`src/rtl/cdct_pkg.sv`:
```
package cdct_pkg;

  localparam int SLOTS_DEF = 16;
  localparam int TICKS_DEF = 10;
  localparam int SLOT_W = 4;
  localparam int SAMPLE_W = 32;
  localparam int BW_W = 32;
  localparam int SUM_W = 40;
  localparam int SHARE_W = 17;
  localparam int RATIO_W = 17;
  localparam logic [SHARE_W-1:0] ONE_Q16 = 17'd65536;
  localparam logic [RATIO_W-1:0] RATIO_MIN = 17'd49152;
  localparam logic [RATIO_W-1:0] RATIO_MAX = 17'd81920;
  localparam logic [BW_W-1:0] BW_RESET = 32'd1048576;

  typedef enum logic [2:0] {
    ACT_TICK = 3'd0,
    ACT_SAMPLE = 3'd1,
    ACT_REBAL = 3'd2,
    ACT_OPEN = 3'd3,
    ACT_CLOSE = 3'd4
  } action_t;

  localparam logic CMD_RESUME = 1'b0;
  localparam logic CMD_SUSPEND = 1'b1;

  typedef struct packed {
    logic [2:0] action;
    logic [SLOT_W-1:0] slot;
    logic [SAMPLE_W-1:0] throughput_sample;
  } in_item_t;

  typedef struct packed {
    logic [SLOT_W-1:0] slot_out;
    logic command;
    logic [SHARE_W-1:0] share_out;
    logic last;
  } out_item_t;

endpackage

```
`src/rtl/cdct_ram.sv`:
```
module cdct_ram #(
  parameter int WIDTH = 8,
  parameter int DEPTH = 16
) (
  input  logic                     clk,
  input  logic                     we,
  input  logic [$clog2(DEPTH)-1:0] waddr,
  input  logic [WIDTH-1:0]         wdata,
  input  logic [$clog2(DEPTH)-1:0] raddr,
  output logic [WIDTH-1:0]         rdata
);

  logic [WIDTH-1:0] mem [DEPTH];

  // one write port, registered read port
  always_ff @(posedge clk) begin
    if (we) begin
      mem[waddr] <= wdata;
    end
    rdata <= mem[raddr];
  end

endmodule

```
`src/rtl/cdct_div.sv`:
```
module cdct_div
  import cdct_pkg::*;
(
  input  logic                 clk,
  input  logic                 rst,
  input  logic                 start,
  input  logic [BW_W-1:0]      max_bw,
  input  logic [SUM_W-1:0]     sum,
  output logic                 done,
  output logic [RATIO_W-1:0]   ratio
);

  // restoring divide of max_bw<<16 by sum+1, one quotient bit per cycle
  localparam int NUM_W = BW_W + 16;
  localparam int DEN_W = SUM_W + 1;
  localparam int CNT_W = $clog2(NUM_W + 1);

  logic [NUM_W-1:0] num;
  logic [DEN_W-1:0] den;
  logic [DEN_W-1:0] rem;
  logic [NUM_W-1:0] quo;
  logic [CNT_W-1:0] cnt;
  logic             busy;
  logic [DEN_W:0]   trial;
  logic [DEN_W:0]   diff;

  assign trial = {rem, num[NUM_W-1]};
  assign diff = trial - {1'b0, den};

  always_ff @(posedge clk) begin
    if (rst) begin
      busy <= 1'b0;
      done <= 1'b0;
    end else begin
      done <= 1'b0;
      if (start) begin
        busy <= 1'b1;
        num <= {max_bw, 16'd0};
        den <= {1'b0, sum} + DEN_W'(1);
        rem <= '0;
        quo <= '0;
        cnt <= CNT_W'(NUM_W);
      end else if (busy) begin
        num <= {num[NUM_W-2:0], 1'b0};
        if (!diff[DEN_W]) begin
          rem <= diff[DEN_W-1:0];
          quo <= {quo[NUM_W-2:0], 1'b1};
        end else begin
          rem <= trial[DEN_W-1:0];
          quo <= {quo[NUM_W-2:0], 1'b0};
        end
        cnt <= cnt - CNT_W'(1);
        if (cnt == CNT_W'(1)) begin
          busy <= 1'b0;
          done <= 1'b1;
        end
      end
    end
  end

  // clamp to 0.75..1.25
  always_comb begin
    priority if (quo < NUM_W'(RATIO_MIN)) begin
      ratio = RATIO_MIN;
    end else if (quo > NUM_W'(RATIO_MAX)) begin
      ratio = RATIO_MAX;
    end else begin
      ratio = quo[RATIO_W-1:0];
    end
  end

endmodule

```
`src/rtl/chunk_duty_cycle_throttle_top.sv`:
```
// channel | dir | handshake           | payload
// in      | in  | in_valid/in_stall   | in_item_t (action, slot, throughput_sample)
// out     | out | out_valid/out_stall | out_item_t (slot_out, command, share_out, last)
// cfg     | in  | cfg_we              | cfg_data = max_bandwidth
// one item at a time; open, close and sample are done in idle without leaving it
// a tick walks all SLOTS entries through the slot ram, a read and a process state a slot, plus stalls
// a rebalance runs a bit-serial divide, then a read and a process state a slot
// sync reset clears counter, sum, active bits and register; ram content is left as is
// out_stall holds the tick walk; the input is stalled until the item is finished
module chunk_duty_cycle_throttle_top
  import cdct_pkg::*;
#(
  parameter int SLOTS = SLOTS_DEF,
  parameter int TICKS = TICKS_DEF
) (
  input  logic      clk,
  input  logic      rst,
  input  logic      in_valid,
  output logic      in_stall,
  input  in_item_t  in_item,
  output logic      out_valid,
  input  logic      out_stall,
  output out_item_t out_item,
  input  logic      cfg_we,
  input  logic [BW_W-1:0] cfg_data
);

  localparam int AW = (SLOTS > 1) ? $clog2(SLOTS) : 1;
  localparam int TW = $clog2(TICKS);
  localparam int ENT_W = TW + SHARE_W;
  localparam logic [TW-1:0] LIM_MAX = TW'(TICKS - 1);

  typedef enum logic [2:0] {
    S_IDLE, S_DIV, S_READ, S_PROC, S_DONE
  } state_t;

  state_t            state;
  logic [BW_W-1:0]   max_bw;
  logic [SUM_W-1:0]  sum;
  logic [TW-1:0]     tcount;
  logic [SLOTS-1:0]  active;
  logic              is_tick;
  logic [AW:0]       idx;
  logic [RATIO_W-1:0] ratio_r;
  logic              pend_v;
  out_item_t         pend;

  // slot ram: {limit, share}
  logic              ram_we;
  logic [AW-1:0]     ram_waddr;
  logic [ENT_W-1:0]  ram_wdata;
  logic [AW-1:0]     ram_raddr;
  logic [ENT_W-1:0]  ram_rdata;
  logic [TW-1:0]     rd_lim;
  logic [SHARE_W-1:0] rd_share;

  logic              div_start;
  logic              div_done;
  logic [RATIO_W-1:0] div_ratio;

  logic [TW+RATIO_W-1:0]      lim_prod;
  logic [SHARE_W+RATIO_W-1:0] sh_prod;
  logic [TW+RATIO_W-17:0]     lim_q;
  logic [SHARE_W+RATIO_W-17:0] sh_q;
  logic [TW-1:0]     lim_new;
  logic [SHARE_W-1:0] sh_new;
  logic [TW-1:0]     tcount_next;
  logic [SUM_W:0]    sum_add;
  logic              out_free;
  logic              last_slot;
  logic              hit;
  logic              out_load;

  cdct_ram #(.WIDTH(ENT_W), .DEPTH(SLOTS)) u_ram (
    .clk(clk), .we(ram_we), .waddr(ram_waddr), .wdata(ram_wdata),
    .raddr(ram_raddr), .rdata(ram_rdata)
  );

  cdct_div u_div (
    .clk(clk), .rst(rst), .start(div_start), .max_bw(max_bw), .sum(sum),
    .done(div_done), .ratio(div_ratio)
  );

  assign rd_lim = ram_rdata[ENT_W-1:SHARE_W];
  assign rd_share = ram_rdata[SHARE_W-1:0];
  assign in_stall = (state != S_IDLE);
  assign out_free = !out_valid || !out_stall;
  assign ram_raddr = idx[AW-1:0];
  assign last_slot = (idx == (AW+1)'(SLOTS - 1));
  assign div_start = (state == S_IDLE) && in_valid
                     && (in_item.action == ACT_REBAL);
  assign tcount_next = (tcount == LIM_MAX) ? '0 : tcount + TW'(1);
  assign sum_add = {1'b0, sum} + (SUM_W+1)'(in_item.throughput_sample);

  // command found for the slot under the tick walk
  assign hit = active[idx[AW-1:0]] && (tcount == '0 || tcount == rd_lim);
  // a held command moves to the output register this cycle
  assign out_load = out_free && pend_v
                    && ((state == S_PROC && is_tick && hit) || state == S_DONE);

  // rebalance scaling of the read entry
  assign lim_prod = rd_lim * ratio_r;
  assign sh_prod = rd_share * ratio_r;
  assign lim_q = lim_prod[TW+RATIO_W-1:16];
  assign sh_q = sh_prod[SHARE_W+RATIO_W-1:16];
  always_comb begin
    priority if (lim_q > (TW+RATIO_W-16)'(LIM_MAX)) begin
      lim_new = LIM_MAX;
    end else if (lim_q == '0) begin
      lim_new = TW'(1);
    end else begin
      lim_new = lim_q[TW-1:0];
    end
    if (sh_q > (SHARE_W+RATIO_W-16)'(ONE_Q16)) begin
      sh_new = ONE_Q16;
    end else begin
      sh_new = sh_q[SHARE_W-1:0];
    end
  end

  // write port: open in idle, scaled entry in the rebalance walk
  always_comb begin
    ram_we = 1'b0;
    ram_waddr = in_item.slot[AW-1:0];
    ram_wdata = {LIM_MAX, ONE_Q16};
    if (state == S_IDLE) begin
      ram_we = in_valid && (in_item.action == ACT_OPEN)
               && ((AW+1)'(in_item.slot) < (AW+1)'(SLOTS));
    end else if (state == S_PROC && !is_tick) begin
      ram_we = active[idx[AW-1:0]];
      ram_waddr = idx[AW-1:0];
      ram_wdata = {lim_new, sh_new};
    end
  end

  always_ff @(posedge clk) begin
    if (rst) begin
      state <= S_IDLE;
      max_bw <= BW_RESET;
      sum <= '0;
      tcount <= '0;
      active <= '0;
      out_valid <= 1'b0;
      pend_v <= 1'b0;
      idx <= '0;
      is_tick <= 1'b0;
    end else begin
      if (cfg_we) begin
        max_bw <= cfg_data;
      end
      if (out_valid && !out_stall && !out_load) begin
        out_valid <= 1'b0;
      end
      unique case (state)
        S_IDLE: begin
          idx <= '0;
          if (in_valid) begin
            priority case (in_item.action)
              ACT_TICK: begin
                tcount <= tcount_next;
                is_tick <= 1'b1;
                pend_v <= 1'b0;
                state <= S_READ;
              end
              ACT_SAMPLE: begin
                sum <= sum_add[SUM_W] ? '1 : sum_add[SUM_W-1:0];
              end
              ACT_REBAL: begin
                is_tick <= 1'b0;
                state <= S_DIV;
              end
              ACT_OPEN: begin
                if ((AW+1)'(in_item.slot) < (AW+1)'(SLOTS)) begin
                  active[in_item.slot[AW-1:0]] <= 1'b1;
                end
              end
              ACT_CLOSE: begin
                if ((AW+1)'(in_item.slot) < (AW+1)'(SLOTS)) begin
                  active[in_item.slot[AW-1:0]] <= 1'b0;
                end
              end
              default: begin
              end
            endcase
          end
        end
        S_DIV: begin
          if (div_done) begin
            ratio_r <= div_ratio;
            state <= S_READ;
          end
        end
        S_READ: begin
          state <= S_PROC;
        end
        S_PROC: begin
          if (!is_tick) begin
            if (last_slot) begin
              sum <= '0;
              state <= S_IDLE;
            end else begin
              idx <= idx + (AW+1)'(1);
              state <= S_READ;
            end
          end else if (out_free) begin
            // hold one found command back so last can be set on the final one
            if (hit) begin
              if (pend_v) begin
                out_valid <= 1'b1;
                out_item <= pend;
              end
              pend_v <= 1'b1;
              pend.slot_out <= SLOT_W'(idx);
              pend.command <= (tcount == '0) ? CMD_RESUME : CMD_SUSPEND;
              pend.share_out <= (tcount == '0) ? '0 : rd_share;
              pend.last <= 1'b0;
            end
            if (last_slot) begin
              state <= S_DONE;
            end else begin
              idx <= idx + (AW+1)'(1);
              state <= S_READ;
            end
          end
        end
        S_DONE: begin
          if (out_free) begin
            if (pend_v) begin
              out_valid <= 1'b1;
              out_item <= '{slot_out: pend.slot_out, command: pend.command,
                            share_out: pend.share_out, last: 1'b1};
            end
            pend_v <= 1'b0;
            state <= S_IDLE;
          end
        end
        default: state <= S_IDLE;
      endcase
    end
  end

  // a result only appears while a tick walk finishes its slots
  assert property (@(posedge clk) disable iff (rst)
    $rose(out_valid) |-> ($past(state) == S_PROC || $past(state) == S_DONE))
    else $error("result outside tick walk");
  // input is taken only in idle
  assert property (@(posedge clk) disable iff (rst)
    (state != S_IDLE) |-> in_stall)
    else $error("input accepted while busy");
  // a stalled result holds
  assert property (@(posedge clk) disable iff (rst)
    (out_valid && out_stall) |=> (out_valid && $stable(out_item)))
    else $error("stalled result changed");
  // a rebalance clears the sum on its way out
  assert property (@(posedge clk) disable iff (rst)
    (state == S_PROC && !is_tick && last_slot) |=> (sum == '0))
    else $error("sum not cleared");

endmodule
```
`config.mk`:
```
export PLATFORM = sky130hd
export DESIGN_NAME = chunk_duty_cycle_throttle_top
export DESIGN_NICKNAME = d
export VERILOG_FILES = /design/src/rtl/cdct_pkg.sv /design/src/rtl/cdct_ram.sv /design/src/rtl/cdct_div.sv /design/src/rtl/chunk_duty_cycle_throttle_top.sv
export SDC_FILE = /design/constraint.sdc
export NUM_CORES = 2
export LEC_CHECK = 0
export BUFFER_PORTS_ARGS = -buffer_cell sky130_fd_sc_hd__buf_4
export CAP_MARGIN = 30
export CORE_MARGIN = 4
export CORE_UTILIZATION = 30
export DETAILED_ROUTE_END_ITERATION = 7
export GPL_TIMING_DRIVEN = 0
export SLEW_MARGIN = 20
export SYNTH_ARGS = -nofsm -noshare
export SYNTH_HDL_FRONTEND = slang
export SYNTH_HIERARCHICAL = 1
export SYNTH_SLANG_ARGS = --single-unit
```
`constraint.sdc`:
```
create_clock -name clk -period 10.6 [get_ports clk]
set_clock_uncertainty 0.1 [all_clocks]
set_input_delay 1.06 -clock clk [delete_from_list [all_inputs] [get_ports clk]]
set_output_delay 1.06 -clock clk [all_outputs]
set_load 0.01 [all_outputs]
```
* After elaboration in Yosys (flattened, before gate mapping)
Memories as Yosys holds them, arrays and structs flattened. A register that Yosys moved wholly into a read port is not among the register bits.
Index checks and enable logic that the tools add are counted.
** Operators by class
- Eq/ne operators :: 26
- Divide/modulo/power cells :: 0
- Magnitude comparators :: 7
- Reductions and logical operators :: 44
- Multiply operators :: 2
- Shift operators :: 0
- Add/subtract/negate cells :: 6
- Bitwise gates (word level) :: 5
- Multiplexer cells :: 71
** Operators by type and width (number)
- $mux 40 :: 5
- $mux 48 :: 3
- $mux 23 :: 6
- $mux 41 :: 2
- $pmux 40 s2 :: 1
- $gt 48x17->1 const B :: 1
- $lt 48x16->1 const B :: 1
- $pmux 23 s2 :: 1
- $mux 21 :: 2
- $sub 42x41->42 :: 1
- $add 40x1->41 const B :: 1
- $add 40x32->41 :: 1
- $mul 17x17->34 :: 1
- $mux 17 :: 2
- $pmux 16 s2 :: 1
- $mux 1 :: 24
- $mul 4x17->21 :: 1
- $mux 4 :: 5
- $gt 18x17->1 const B :: 1
- $mux 3 :: 6
- $ne 2x2->1 const B :: 9
- $and 16x16->16 :: 1
- $not 16->16 :: 1
- $or 16x16->16 :: 1
- other kinds (42) :: 83
** Storage, ports and cells
- Latch bits :: 0
- Output and inout bits :: 25
- Bits in writable memories :: 336
- Input port bits :: 76
- ROM bits :: 0
- Word-level logic and storage cells :: 188
- Memories kept :: 1
- Flip-flop bits (word level) :: 350
** Memory list
- u_ram.mem :: depth 16, bits a word 21, rd ports 1, clocked after Yosys merged registers in 1, wr ports 1, line cdct_ram.sv:13 : logic [WIDTH-1:0] mem [DEPTH];

* Logic depth before layout (Yosys ltp)
- Depth in word-level cells :: 14
- Depth in mapped cells :: 26
- Mapped depth without buffers :: 24

* Hierarchy
Netlist, hierarchy kept.
** Modules (own cells, without submodules)
- chunk_duty_cycle_throttle_top :: sequential area each 3923.8 µm², instances 1, cells each 2183, area each 19246.0 µm²
- cdct_ram :: sequential area each 10510.1 µm², instances 1, cells each 557, area each 13277.7 µm²
- cdct_div :: sequential area each 5084.9 µm², instances 1, cells each 919, area each 10032.1 µm²

* Worst setup path before layout
Ideal clock, no wire load.
- Kind :: input -> register
- From :: input in_item[38] (netlist name)
- To :: register u_div.cnt[0] (enable)
- Library setup time :: 616 ps
- Buffers on the path :: 3
- Slack :: 2256 ps
- Cell stages on the path :: 7
- Arrival time :: 7628 ps
- Data required time :: 9884 ps
- Cells stage by stage :: clkbuf_1 > nor3b_1 > and3_1 > clkbuf_1 > clkbuf_1 > nor2_1 > nor2_1
** Between the ends
- Word-level cells in the longest chain between the ends :: 4
** Ends and longest elaborated chain
- start, declared :: line chunk_duty_cycle_throttle_top.sv:20 : input in_item_t in_item,
- $eq 3x2->1 :: line chunk_duty_cycle_throttle_top.sv:91 : && (in_item.action == ACT_REBAL);
- $logic_and 1x1->1 :: line chunk_duty_cycle_throttle_top.sv:91
- named net div_start :: line chunk_duty_cycle_throttle_top.sv:57 : logic div_start;
- $reduce_bool 2->1 (no line)
- $reduce_and 2->1 (no line)
- end signal, assigned :: line cdct_div.sv:42 : cnt <= CNT_W'(NUM_W);
- end signal, assigned :: line cdct_div.sv:52 : cnt <= cnt - CNT_W'(1);
- end, declared :: line cdct_div.sv:22 : logic [CNT_W-1:0] cnt;
The timed path passes the listed nets, and every way through them passes these cells.
A chain may end at the register's enable or synchronous reset.

* Worst setup path in the final report
- From :: register u_ram.rdata[14], read port of u_ram.mem
- To :: memory u_ram/mem[0][14] (netlist name) (data pin)
** Between the ends
- Word-level cells in the longest chain between the ends :: 5
** Ends and longest elaborated chain
- start, declared :: line cdct_ram.sv:10 : output logic [WIDTH-1:0] rdata
- $mul 17x17->34 * :: line chunk_duty_cycle_throttle_top.sv:103 : assign sh_prod = rd_share * ratio_r;
- $gt 18x17->1 :: line chunk_duty_cycle_throttle_top.sv:114 : if (sh_q > (SHARE_W+RATIO_W-16)'(ONE_Q16)) begin
- $mux 17 * :: line chunk_duty_cycle_throttle_top.sv:114
- $mux 21 * :: line chunk_duty_cycle_throttle_top.sv:129 : end else if (state == S_PROC && !is_tick) begin
- $mux 21 * :: line chunk_duty_cycle_throttle_top.sv:126 : if (state == S_IDLE) begin
- named net ram_wdata[14] :: line chunk_duty_cycle_throttle_top.sv:51 : logic [ENT_W-1:0] ram_wdata;
- end, declared :: line cdct_ram.sv:13
The timed path passes the listed nets; every way through them passes the cells marked *.

==> metrics.csv <==
metric;value;unit
Critical Path Source Type;flip-flop;
Clock Tree Root;clkbuf_16;
Gate power share;12.3;%
register area share after synthesis;45.87;%
Core ar.;140200;um^2
H-tree levels;3;
# fillers;13923;
cell accounting for the most synthesized area;edfxtp_1;
cell area after synthesis;42560;um^2
Psw;1.587;mW
Synth area leaders;edfxtp_1 40%, fa_1 12%, ha_1 6.1%;
number of global-route vias before repair;28422;
DP Worst Slack;1.222;ns
Hold Crit Class;reg2reg;
Cells after Synth;3659;
YS warnings;6;
Internal Pwr Total;4.717;mW
fraction of layout cells with a size suffix above 1;10.82;%
Pwr Total;6.304;mW
kind of critical path;reg2reg;
Setup Buffers After CTS;0;
final critical-path setup slack;1.288;ns
count leader, synth;edfxtp_1;
nets;4422;
dpl cells;5676;
Post-synth EDFFs;566;
worst-margin pin slew;1.013;ns
Initial Utilization;30.35;%
initial antenna violation count;10;
TritonCTS clock tree;yes;
total wire length;107000;um
Routed Antenna Nets;0;
total number of vias;28290;
Worst-Skew Late Latency;0.66;ns
register area;19520;um^2
Total Neg Setup Slack;0;ns
worst-path fanout max;20;
Max VDD drop;0.1011;mV
footprint of the multi-input gates;20960;um^2
Rel. slew slack;32.18;%
part of the cycle the worst path needs;87.85;%
maximum clock path buffer count;3;
power density cells;128.7;nW/um^2
RSZ-0062 raised after global routing;no;
critical path arrival;9.54;ns
Clock transition at path regs;0.06;ns
global route overflow;0;
Post-synth top cells;566 x edfxtp_1, 409 x nand2_1, 382 x inv_1, 253 x fa_1, 217 x nor2_1;
Post-DP Area;46450;um^2
max-cap violations;0;
Final Hold Violating Endpoints;0;
routability cong.;0.9023;
# clock sinks;692;
max-slew violations;0;
first-pass GRT wire length;166200;um
largest net degree at the start of global routing;28;
Ports;101;
switch share;25.17;%
post-route minimum period;9.312;ns
Via density;4.857;
depth of the worst register-to-register path;23;
status;complete, no violations;
die area;147900;um^2
die width;384.6;um
Post-synth top flop;edfxtp_1;
hold_buf cts;0;
Hold Slack;0.3164;ns
1st-iter DRT viols;1919;
syn_nets;4195;
Max Clk Rate;107.4;MHz
#FFs+latches synth;692;
Final Setup Violations;0;
share of the synthesized area in the top cell type;39.94;%
DP HPWL;80390;um
Area growth syn-to-layout;15.06;%
Final Cell Area;48960;um^2
Post-route DRC;0;
worst hold stages;0;
Site Rows;137;
Finished Layout Cells;5825;
CP endpoint kind;flip-flop;
syn_area_per_cell;11.63;um^2
GRT Total Usage;14.41;%
DIE HEIGHT;384.6;um
CTS Buf Count;75;
IO buf count;96;
Distinct cells, synth;86;
Layout Utilization;34.92;%
Reg power frac;47.0;%
per-cell routed wire length;18.37;um
Worst EP required;10.82;ns
async set-reset flop share out of synthesis;0;%
post-CTS sizing;0;
Clock power frac;40.7;%
LEAKAGE;19.69;nW
drt first pass iters;5;
## critical path: stages, from the launching register on
cell and delay, ns:
dfxtp_1 0.30, clkbuf_1 0.73, clkbuf_1 0.57, nand2_1 0.16
fa_1 0.56, fa_1 0.44, fa_1 0.51, inv_1 0.05
fa_1 0.46, fa_1 0.54, inv_1 0.05, fa_1 0.52
inv_1 0.05, ha_1 0.38, a21o_1 0.25, nor2_1 0.13
o21ai_0 0.15, o21ai_2 0.25, o21ai_0 0.24, a211oi_1 0.51
o21bai_1 0.13, xnor2_1 0.48, nand2_1 0.57, nor2_1 0.83
## metal layers
metal | GRT usage [%] | vias up | share of wire (%)
met3 | 2.630 | 128 | 6.5
li1 | - | 13216 | -
met1 | 19.95 | 14142 | 45
met2 | 23.30 | 800 | 47
met4 | 3.755 | 4 | 2.0
met5 | 0 | - | 0.029
## cell families (layout without fill, tap and decap cells)
| family | after synthesis | after routing | share of synthesized area, % |
|---|---|---|---|
| buffers and inverters | 548 | 835 | 5.239 |
| multiplexers | 195 | 195 | 7.621 |
| other | 0 | 3 | 0 |
| flip-flops | 692 | 692 | 45.87 |
| XOR/XNOR | 137 | 137 | 2.820 |
| adder cells (fa/ha/maj) | 460 | 460 | 17.99 |
| AO/OA/AOI/OAI | 490 | 490 | 7.462 |
| AND/OR/NAND/NOR | 1137 | 1137 | 13.00 |
## placed cells by master, fill, tap and decap left out, drive strengths merged, types with 6 or more instances in the layout
master	n
a211oi	21
a21o	56
a21oi	148
a22oi	43
a31oi	12
and2	166
and3	35
buf	183
clkbuf	234
clkinv	27
dfxtp	126
edfxtp	566
fa	253
ha	207
inv	386
mux2	31
mux2i	75
mux4	89
nand2	410
nand2b	23
nand3	64
nand3b	6
nand4	28
nor2	218
nor2b	86
nor3	29
nor3b	8
nor4	29
o211ai	12
o21a	24
o21ai	101
o21bai	14
o31ai	6
or3	10
or4	6
xnor2	90
xor2	47
## path summary, 6_finish.rpt
kind	startpoint	to	slack [ns]
max reg2reg	u_ram/rdata[14]$_DFF_P_	u_ram/mem[0][14]$_DFFE_PP_	1.29
min reg2reg	pend[16]$_SDFFCE_PN0P_	out_item[16]$_DFFE_PP_	0.32
max	u_ram/rdata[14]$_DFF_P_	u_ram/mem[0][14]$_DFFE_PP_	1.29
min	pend[16]$_SDFFCE_PN0P_	out_item[16]$_DFFE_PP_	0.32
## power by group through the flow
stage / logic (mW) / registers, mW / clock network [mW]
after floorplan: 0.549 / 3.02 / 0
after global placement: 0.749 / 3.02 / 0
after detailed placement: 0.765 / 3.02 / 0
after CTS: 0.770 / 2.96 / 2.64
after global routing: 0.862 / 2.96 / 2.75
final: 0.777 / 2.96 / 2.56
## registers in the layout, indices dropped and copies added, names as in the netlist, 6 cells and up, named ones only
signal       flops
max_bw          32
out_item        23
pend            22
ratio_r         17
sum             40
u_div/cnt        6
u_div/den       41
u_div/num       32
u_div/quo       48
u_div/rem       41
u_ram/mem      336
u_ram/rdata     21
## layout make-up
type / count / area share (%)
antenna: 3 / 0.01533
buffer: 166 / 1.625
clock buffer: 101 / 4.211
clock inverter: 36 / 0.7692
inverter: 382 / 2.928
multi-input combinational: 2419 / 42.81
sequential: 692 / 39.86
tap: 1876 / 4.794
timing repair buffer: 150 / 2.987
Note: power is estimated with default switching activity, not from simulation.
